### config.mk
export PLATFORM = sky130hd
export DESIGN_NAME = lrc_timestamp_tag_parser_top
export DESIGN_NICKNAME = d
export VERILOG_FILES = /design/src/hdl/lrcts_pkg.sv /design/src/hdl/lrc_timestamp_tag_parser_top.sv /design/src/hdl/lrcts_parser.sv /design/src/hdl/lrcts_time_calc.sv
export SDC_FILE = /design/constraint.sdc
export NUM_CORES = 1
export LEC_CHECK = 0
export BUFFER_PORTS_ARGS = -buffer_cell sky130_fd_sc_hd__clkbuf_2
export CORE_ASPECT_RATIO = 0.9
export CORE_MARGIN = 2
export CORE_UTILIZATION = 33
export CTS_BUF_LIST = sky130_fd_sc_hd__clkbuf_8
export DETAILED_ROUTE_END_ITERATION = 6
export SLEW_MARGIN = 10
export SYNTH_ARGS = -nofsm -noshare
export SYNTH_HDL_FRONTEND = slang
export SYNTH_SLANG_ARGS = --single-unit
### constraint.sdc
create_clock -name clk -period 9.9 [get_ports clk]
set_input_delay 1.98 -clock clk [delete_from_list [all_inputs] [get_ports clk]]
set_output_delay 1.98 -clock clk [all_outputs]
set_load 0.01 [all_outputs]
### src/hdl/lrcts_pkg.sv
// Shared types and constants of the LRC time-tag parser.
package lrcts_pkg;

  typedef enum logic [2:0] {
    PH_IDLE,
    PH_OPEN,
    PH_MIN,
    PH_SEC,
    PH_FRAC
  } phase_t;

  typedef struct packed {
    logic malformed;
    logic table_full;
  } tag_flags_t;

  localparam logic [7:0] CHAR_LBRACKET = 8'h5B;
  localparam logic [7:0] CHAR_RBRACKET = 8'h5D;
  localparam logic [7:0] CHAR_COLON    = 8'h3A;
  localparam logic [7:0] CHAR_DOT      = 8'h2E;
  localparam logic [7:0] CHAR_ZERO     = 8'h30;
  localparam logic [7:0] CHAR_NINE     = 8'h39;

  localparam int TIME_W  = 26;
  localparam int INDEX_W = 8;

  localparam int MS_PER_MIN = 60000;
  localparam int MS_PER_SEC = 1000;
  localparam int MS_PER_TENTH = 100;
  localparam int MS_PER_HUNDREDTH = 10;

  // floor(x/10) == (x*6554) >> 16 for every x below 16384
  localparam int DIV10_RECIP = 6554;
  localparam int DIV10_SHIFT = 16;

endpackage

### src/hdl/lrc_timestamp_tag_parser_top.sv
// LRC time-tag parser: takes one text byte per cycle, gives one result per closed tag.
// Throughput: one byte per cycle while results are taken; the phase machine updates per byte.
// After the edge that accepts the closing ']', a tag passes the capture, product and sum
// stages of the time pipeline before out_valid rises.
// Reset: synchronous rst clears the parser, the entry count and all stage valids.
// new_file with a byte clears the parser and entry count before that byte is parsed.
module lrc_timestamp_tag_parser_top #(
  parameter int TABLE_ENTRIES = 256,
  parameter int FIELD_DIGITS  = 3
) (
  input  logic                          clk,
  input  logic                          rst,
  input  logic                          in_valid,
  output logic                          in_ready,
  input  logic [7:0]                    text_byte,
  input  logic                          new_file,
  output logic                          out_valid,
  input  logic                          out_ready,
  output logic [lrcts_pkg::TIME_W-1:0]  time_ms,
  output logic [lrcts_pkg::INDEX_W-1:0] entry_index,
  output logic                          malformed,
  output logic                          table_full
);
  import lrcts_pkg::*;

  localparam int ACC_W = $clog2(10 ** FIELD_DIGITS);
  localparam int CNT_W = $clog2(FIELD_DIGITS + 1);

  logic               accept;
  logic               emit;
  logic [ACC_W-1:0]   tag_min, tag_sec, tag_frac;
  logic [CNT_W-1:0]   tag_fdig;
  tag_flags_t         tag_flags, res_flags;
  logic [INDEX_W-1:0] tag_idx;

  assign accept = in_valid && in_ready;

  lrcts_parser #(
    .TABLE_ENTRIES(TABLE_ENTRIES),
    .FIELD_DIGITS (FIELD_DIGITS),
    .ACC_W        (ACC_W),
    .CNT_W        (CNT_W)
  ) u_parser (
    .clk        (clk),
    .rst        (rst),
    .accept     (accept),
    .text_byte  (text_byte),
    .new_file   (new_file),
    .emit       (emit),
    .minutes    (tag_min),
    .seconds    (tag_sec),
    .fraction   (tag_frac),
    .frac_digits(tag_fdig),
    .flags      (tag_flags),
    .entry_index(tag_idx)
  );

  lrcts_time_calc #(
    .FIELD_DIGITS(FIELD_DIGITS),
    .ACC_W       (ACC_W),
    .CNT_W       (CNT_W)
  ) u_time_calc (
    .clk        (clk),
    .rst        (rst),
    .tag_valid  (accept && emit),
    .tag_ready  (in_ready),
    .minutes    (tag_min),
    .seconds    (tag_sec),
    .fraction   (tag_frac),
    .frac_digits(tag_fdig),
    .flags      (tag_flags),
    .entry_index(tag_idx),
    .out_valid  (out_valid),
    .out_ready  (out_ready),
    .time_ms    (time_ms),
    .out_index  (entry_index),
    .out_flags  (res_flags)
  );

  assign malformed  = res_flags.malformed;
  assign table_full = res_flags.table_full;

endmodule

### src/hdl/lrcts_parser.sv
// Byte-level tag parser: phase machine, field accumulators and entry counter.
module lrcts_parser #(
  parameter int TABLE_ENTRIES = 256,
  parameter int FIELD_DIGITS  = 3,
  parameter int ACC_W         = $clog2(10 ** FIELD_DIGITS),
  parameter int CNT_W         = $clog2(FIELD_DIGITS + 1)
) (
  input  logic                      clk,
  input  logic                      rst,
  input  logic                      accept,
  input  logic [7:0]                text_byte,
  input  logic                      new_file,
  output logic                      emit,
  output logic [ACC_W-1:0]          minutes,
  output logic [ACC_W-1:0]          seconds,
  output logic [ACC_W-1:0]          fraction,
  output logic [CNT_W-1:0]          frac_digits,
  output lrcts_pkg::tag_flags_t     flags,
  output logic [lrcts_pkg::INDEX_W-1:0] entry_index
);
  import lrcts_pkg::*;

  localparam int ENT_W = $clog2(TABLE_ENTRIES + 1);

  phase_t             phase, phase_next, phase_cur;
  logic [ACC_W-1:0]   minutes_acc, minutes_acc_next, min_cur;
  logic [ACC_W-1:0]   seconds_acc, seconds_acc_next, sec_cur;
  logic [ACC_W-1:0]   fraction_acc, fraction_acc_next, frac_cur;
  logic [CNT_W-1:0]   digit_count, digit_count_next, cnt_cur;
  logic               bad_tag, bad_tag_next, bad_cur;
  logic [ENT_W-1:0]   entry_count, entry_count_next, entry_cur;

  logic               is_numeral;
  logic               is_close;
  logic [ACC_W-1:0]   digit_val;
  logic               can_take;
  logic               full;

  assign is_numeral = (text_byte >= CHAR_ZERO) && (text_byte <= CHAR_NINE);
  assign is_close   = (text_byte == CHAR_RBRACKET);
  assign digit_val  = ACC_W'(4'(text_byte - CHAR_ZERO));

  // new_file clears everything before the byte itself is parsed
  assign phase_cur = new_file ? PH_IDLE : phase;
  assign min_cur   = new_file ? '0 : minutes_acc;
  assign sec_cur   = new_file ? '0 : seconds_acc;
  assign frac_cur  = new_file ? '0 : fraction_acc;
  assign cnt_cur   = new_file ? '0 : digit_count;
  assign bad_cur   = new_file ? 1'b0 : bad_tag;
  assign entry_cur = new_file ? '0 : entry_count;

  assign can_take = (cnt_cur < CNT_W'(FIELD_DIGITS));
  assign full     = (entry_cur >= ENT_W'(TABLE_ENTRIES));

  // next phase
  always_comb begin
    phase_next = phase_cur;
    case (phase_cur)
      PH_IDLE: begin
        if (text_byte == CHAR_LBRACKET) phase_next = PH_OPEN;
      end
      PH_OPEN: begin
        if (is_numeral) phase_next = PH_MIN;
        else if (text_byte != CHAR_LBRACKET) phase_next = PH_IDLE;
      end
      PH_MIN: begin
        if (is_close) phase_next = PH_IDLE;
        else if (text_byte == CHAR_COLON) phase_next = PH_SEC;
      end
      PH_SEC: begin
        if (is_close) phase_next = PH_IDLE;
        else if (text_byte == CHAR_DOT) phase_next = PH_FRAC;
      end
      PH_FRAC: begin
        if (is_close) phase_next = PH_IDLE;
      end
      default: phase_next = PH_IDLE;
    endcase
  end

  // accumulators, flags, counter and tag emission
  always_comb begin
    minutes_acc_next  = min_cur;
    seconds_acc_next  = sec_cur;
    fraction_acc_next = frac_cur;
    digit_count_next  = cnt_cur;
    bad_tag_next      = bad_cur;
    entry_count_next  = entry_cur;
    emit              = 1'b0;
    case (phase_cur)
      PH_OPEN: begin
        if (is_numeral) begin
          minutes_acc_next  = digit_val;
          seconds_acc_next  = '0;
          fraction_acc_next = '0;
          digit_count_next  = CNT_W'(1);
          bad_tag_next      = 1'b0;
        end
      end
      PH_MIN, PH_SEC, PH_FRAC: begin
        if (is_close) begin
          emit              = 1'b1;
          minutes_acc_next  = '0;
          seconds_acc_next  = '0;
          fraction_acc_next = '0;
          digit_count_next  = '0;
          bad_tag_next      = 1'b0;
          if (!full) entry_count_next = entry_cur + ENT_W'(1);
        end else if (is_numeral) begin
          if (can_take) begin
            digit_count_next = cnt_cur + CNT_W'(1);
            case (phase_cur)
              PH_MIN:  minutes_acc_next  = min_cur * ACC_W'(10) + digit_val;
              PH_SEC:  seconds_acc_next  = sec_cur * ACC_W'(10) + digit_val;
              default: fraction_acc_next = frac_cur * ACC_W'(10) + digit_val;
            endcase
          end else begin
            // excess digit: flag and drop
            bad_tag_next = 1'b1;
          end
        end else if (phase_cur == PH_MIN && text_byte == CHAR_COLON) begin
          digit_count_next = '0;
        end else if (phase_cur == PH_SEC && text_byte == CHAR_DOT) begin
          digit_count_next = '0;
        end else begin
          bad_tag_next = 1'b1;
        end
      end
      default: ;
    endcase
  end

  assign minutes          = min_cur;
  assign seconds          = sec_cur;
  assign fraction         = frac_cur;
  assign frac_digits      = (phase_cur == PH_FRAC) ? cnt_cur : '0;
  assign flags.malformed  = bad_cur || (phase_cur == PH_MIN);
  assign flags.table_full = full;
  assign entry_index      = full ? INDEX_W'(ENT_W'(TABLE_ENTRIES - 1)) : INDEX_W'(entry_cur);

  always_ff @(posedge clk) begin
    if (rst) begin
      phase        <= PH_IDLE;
      minutes_acc  <= '0;
      seconds_acc  <= '0;
      fraction_acc <= '0;
      digit_count  <= '0;
      bad_tag      <= 1'b0;
      entry_count  <= '0;
    end else if (accept) begin
      phase        <= phase_next;
      minutes_acc  <= minutes_acc_next;
      seconds_acc  <= seconds_acc_next;
      fraction_acc <= fraction_acc_next;
      digit_count  <= digit_count_next;
      bad_tag      <= bad_tag_next;
      entry_count  <= entry_count_next;
    end
  end

endmodule

### src/hdl/lrcts_time_calc.sv
// Three-stage pipeline turning captured tag fields into milliseconds.
module lrcts_time_calc #(
  parameter int FIELD_DIGITS = 3,
  parameter int ACC_W        = $clog2(10 ** FIELD_DIGITS),
  parameter int CNT_W        = $clog2(FIELD_DIGITS + 1)
) (
  input  logic                          clk,
  input  logic                          rst,
  input  logic                          tag_valid,
  output logic                          tag_ready,
  input  logic [ACC_W-1:0]              minutes,
  input  logic [ACC_W-1:0]              seconds,
  input  logic [ACC_W-1:0]              fraction,
  input  logic [CNT_W-1:0]              frac_digits,
  input  lrcts_pkg::tag_flags_t         flags,
  input  logic [lrcts_pkg::INDEX_W-1:0] entry_index,
  output logic                          out_valid,
  input  logic                          out_ready,
  output logic [lrcts_pkg::TIME_W-1:0]  time_ms,
  output logic [lrcts_pkg::INDEX_W-1:0] out_index,
  output lrcts_pkg::tag_flags_t         out_flags
);
  import lrcts_pkg::*;

  localparam int RECIP_W = ACC_W + 13;

  // capture stage
  logic               a_valid, a_ready;
  logic [ACC_W-1:0]   a_min, a_sec, a_frac;
  logic [CNT_W-1:0]   a_fdig;
  tag_flags_t         a_flags;
  logic [INDEX_W-1:0] a_idx;

  // product stage
  logic               b_valid, b_ready;
  logic [TIME_W-1:0]  b_min_ms, b_secfrac_ms;
  tag_flags_t         b_flags;
  logic [INDEX_W-1:0] b_idx;

  logic               c_ready;
  logic [TIME_W-1:0]  frac_ms;
  logic [RECIP_W-1:0] div_prod;

  assign c_ready   = !out_valid || out_ready;
  assign b_ready   = !b_valid || c_ready;
  assign a_ready   = !a_valid || b_ready;
  assign tag_ready = a_ready;

  assign div_prod = RECIP_W'(a_frac) * RECIP_W'(DIV10_RECIP);

  // scale the fraction by how many digits it carried
  always_comb begin
    case (a_fdig)
      CNT_W'(0): frac_ms = '0;
      CNT_W'(1): frac_ms = TIME_W'(a_frac) * TIME_W'(MS_PER_TENTH);
      CNT_W'(2): frac_ms = TIME_W'(a_frac) * TIME_W'(MS_PER_HUNDREDTH);
      CNT_W'(3): frac_ms = TIME_W'(a_frac);
      default:   frac_ms = TIME_W'(div_prod >> DIV10_SHIFT);
    endcase
  end

  always_ff @(posedge clk) begin
    if (rst) begin
      a_valid   <= 1'b0;
      b_valid   <= 1'b0;
      out_valid <= 1'b0;
    end else begin
      if (a_ready) a_valid <= tag_valid;
      if (b_ready) b_valid <= a_valid;
      if (c_ready) out_valid <= b_valid;
    end
  end

  always_ff @(posedge clk) begin
    if (a_ready && tag_valid) begin
      a_min   <= minutes;
      a_sec   <= seconds;
      a_frac  <= fraction;
      a_fdig  <= frac_digits;
      a_flags <= flags;
      a_idx   <= entry_index;
    end
    if (b_ready && a_valid) begin
      b_min_ms     <= TIME_W'(a_min) * TIME_W'(MS_PER_MIN);
      b_secfrac_ms <= TIME_W'(a_sec) * TIME_W'(MS_PER_SEC) + frac_ms;
      b_flags      <= a_flags;
      b_idx        <= a_idx;
    end
    if (c_ready && b_valid) begin
      time_ms   <= b_min_ms + b_secfrac_ms;
      out_flags <= b_flags;
      out_index <= b_idx;
    end
  end

endmodule

==> impl_metrics.yaml <==
yosys:
  synth-edff-count: 130
  synthAdderAreaFrac_pct: 30.1
  synth_largest_area_cell: "edfxtp_1"
  yosys-top-cells-area: "edfxtp_1 26%, ha_1 20%, fa_1 10%, dfxtp_1 6.5%, xnor2_1 5.2%"
  synth_top_family_by_area: "adder cells"
  synth_compound_area_share_pct: 12.0
  ys_warn_count: 0
  ys_top_cells_by_count: "237 x ha_1, 165 x inv_1, 130 x edfxtp_1"
  synth-seq-cells: 178
  netlist_instances: 1438
  synth_xor_area_share_pct: 6.94
  synth_top_area_share_pct: 26.4
  muxShareOfSynthArea_pct: 0.930
  synth_most_common_cell: "ha_1"
  synthFlopType: "edfxtp_1"
  synthArstFlopShare_pct: 0
  synthesis.area_um2: 14800
  ys_seq_area_share_pct: 32.9
  ys_types: 79
  syn_avg_cell_area_um2: 10.3
  synth_simple_gate_area_share_pct: 12.2
  synth_nets: 1762
timing:
  timing.slew.headroom_pct: 25.2
  fmax_ghz: 0.183
  finalClockSkew_ns: 0.0256
  hold_violations: 0
  whs_ns: 0.422
  tightest_slew_ns: 1.12
  rsz0062_at_grt: "false"
  finalSetupViolations: 0
  setup-tns-final_ns: 0
  layout_worst_path_cycle_share_pct: 55.3
  report.final.slew_viol_count: 0
  fin_crit_ns: 5.47
cts:
  htree_levels: 4
  post-cts-setup-buffers: 0
  cts_tree: "built"
  cts_max_path_buffers: 2
  cts_hold_buf: 0
  cts_resized: 0
  cts-root-buf: "clkbuf_8"
  cts.sinks: 178
  cts-buffers-inserted: 17
  clk_latency_ns: 0.51
  path_clk_slew_ns: 0.11
detailed_routing:
  postRouteAntennaNets: 0
  wire_per_inst_um: 14.3
  first_pass_iters: 5
  routed_wl_um: 30100
  drc: 0
  vias: 10100
  vias_per_cell: 4.82
  drt-initial-drc-count: 557
run:
  maxCapViolCount: 0
hold_path:
  hold_end: "u_time_calc.out_flags[1]"
  hold_class: "reg2reg"
  worstHoldPathCells: 0
  holdCritStartpoint: "u_time_calc.b_flags[1]"
die:
  fp-row-count: 73
  die_area_um2: 46500
  fp.dieW_um: 227
  core-area_um2: 44200
  initial_utilization_pct: 33.5
  fp.dieH_um: 205
  io_pins: 51
power:
  total_power_mw: 1.34
  p_per_area_nw_per_um2: 83.3
  ir_drop_mv: 0.0753
  p_leak_nw: 6.96
global_route:
  grt_pass1_wl_um: 51000
  grt-ovfl-total: 0
  track_usage_pct: 13.7
  antenna_found_initial: 0
  first_global_vias: 10300
  grt_max_degree: 56
place:
  place_hpwl_um: 23800
  port_buffers: 50
  gp_congestion: 0.850
setup_path:
  cp_max_fo: 6
  rr_worst_depth: 20
  r2r_start: "u_time_calc.a_sec[0]"
  crit_required_ns: 10.15
  r2r_slack_ns: 4.43
  path_class: "reg2reg"
  rr_endpoint: "u_time_calc.b_secfrac_ms[18]"
  end_kind: "register"
  start_kind: "register"
  critical_path_arrival_ns: 5.72
finish:
  seq_area_um2: 4860
  diodes: 0
  layout-drive-gt1-share_pct: 8.27
  nNetsFinal: 1811
  multi_input_area_um2: 9220
  syn2layout_area_growth_pct: 9.13
  fill_cells: 4455
run_status:
  status: "finished, final reports clean"
## worst max-delay path by stage
stage	cells after the start	slack [ns]	end	startpoint
final	20	4.43	u_time_calc.b_secfrac_ms[18]	u_time_calc.a_sec[0]
after global routing	19	4.10	u_time_calc.b_secfrac_ms[18]	u_time_calc.a_sec[1]
after CTS	20	4.43	u_time_calc.b_secfrac_ms[18]	u_time_calc.a_sec[0]
after detailed placement	20	4.46	u_time_calc.b_secfrac_ms[18]	u_time_calc.a_sec[0]
after global placement	19	4.61	u_time_calc.b_secfrac_ms[20]	u_time_calc.a_sec[1]
after floorplan	2	3.49	u_time_calc.b_flags[0]	out_ready
## cells by family (layout without fill, tap and decap cells)
group	after synthesis	after routing
compound gates	276	276
buf+inv	190	252
fa+ha+maj	311	311
mux	12	12
simple gates	357	357
flops	178	178
xor+xnor	114	114
## final cells by class
| class | count | area share [%] |
|---|---|---|
| Tap cell | 600 | 4.65 |
| Multi-Input combinational cell | 1070 | 57.1 |
| Inverter | 165 | 3.84 |
| Clock buffer | 17 | 1.45 |
| Timing Repair Buffer | 55 | 1.78 |
| Clock inverter | 15 | 1.04 |
| Sequential cell | 178 | 30.1 |
## metal layers
layer | track usage [%] | vias up | wire [um]
met5 | 0 | - | 0
met4 | 4.34 | 0 | 692
met3 | 2.38 | 31 | 1030
met2 | 20.7 | 173 | 12800
met1 | 19.7 | 4801 | 15500
li1 | - | 5124 | -
## stage by stage
stage	instance area, um2	setup slack [ns]	instances	utilization, %
2_1_floorplan	14800	3.49	1438	-
3_3_place_gp	15700	4.61	2068	35.6
3_5_place_dp	15700	4.46	2068	35.6
4_1_cts	16100	4.43	2100	36.5
5_1_grt	16100	4.10	2100	36.5
6_report	16100	4.43	2100	36.5
## power by group
part	internal [mW]	switching, mW
clock network	0.189	0.324
registers	0.790	0.00116
logic	0.0115	0.0297
## worst max-delay path, cell delays in order, from the launching register on
cell and delay (ns):
edfxtp_1 0.53, fa_1 0.57, xor2_1 0.19, ha_1 0.28, inv_1 0.05, fa_1 0.47
fa_1 0.51, inv_1 0.04, ha_1 0.35, o21a_1 0.21, o31a_1 0.13, a21oi_1 0.14
ha_1 0.31, a21o_1 0.18, nand2_1 0.06, o31ai_1 0.09, or4_1 0.44, o311ai_1 0.16
o21ai_1 0.18, o21ai_1 0.23, xnor2_1 0.10
## layout by cell type (no fill, tap or decap), types with 8 or more instances in the layout
| cell type | netlist | routed |
|---|---|---|
| o21bai_1 | 13 | 13 |
| xor2_1 | 24 | 24 |
| clkbuf_8 | 0 | 17 |
| o21ai_0 | 55 | 55 |
| or3_1 | 10 | 10 |
| a211oi_1 | 8 | 8 |
| clkbuf_2 | 0 | 50 |
| ha_1 | 237 | 237 |
| xnor2_1 | 88 | 88 |
| nand2_1 | 78 | 78 |
| o21a_1 | 14 | 14 |
| and3_1 | 10 | 10 |
| fa_1 | 74 | 74 |
| mux2_2 | 10 | 10 |
| nor2b_1 | 52 | 51 |
| inv_1 | 165 | 165 |
| nand2b_1 | 10 | 10 |
| a21o_1 | 16 | 16 |
| nand3_1 | 18 | 18 |
| a21oi_1 | 86 | 86 |
| a22oi_1 | 17 | 17 |
| nor3_1 | 17 | 17 |
| edfxtp_1 | 130 | 130 |
| nor2_1 | 117 | 117 |
| dfxtp_1 | 48 | 48 |
## sequential cells by signal (all words and copies together), names as in the netlist
name / flops
u_time_calc.out_index: 8
u_time_calc.a_flags: 2
u_time_calc.time_ms: 26
u_time_calc.b_flags: 2
u_parser.digit_count: 2
u_time_calc.b_valid: 1
u_parser.seconds_acc: 10
u_parser.minutes_acc: 10
u_time_calc.b_secfrac_ms: 21
u_time_calc.a_frac: 10
u_parser.fraction_acc: 10
u_time_calc.a_fdig: 2
u_parser.phase: 3
u_parser.entry_count: 9
u_time_calc.out_valid: 1
u_time_calc.b_idx: 8
u_parser.bad_tag: 1
u_time_calc.out_flags: 2
u_time_calc.b_min_ms: 21
u_time_calc.a_min: 10
u_time_calc.a_sec: 10
u_time_calc.a_valid: 1
u_time_calc.a_idx: 8
Note: power is estimated with default switching activity, not from simulation.
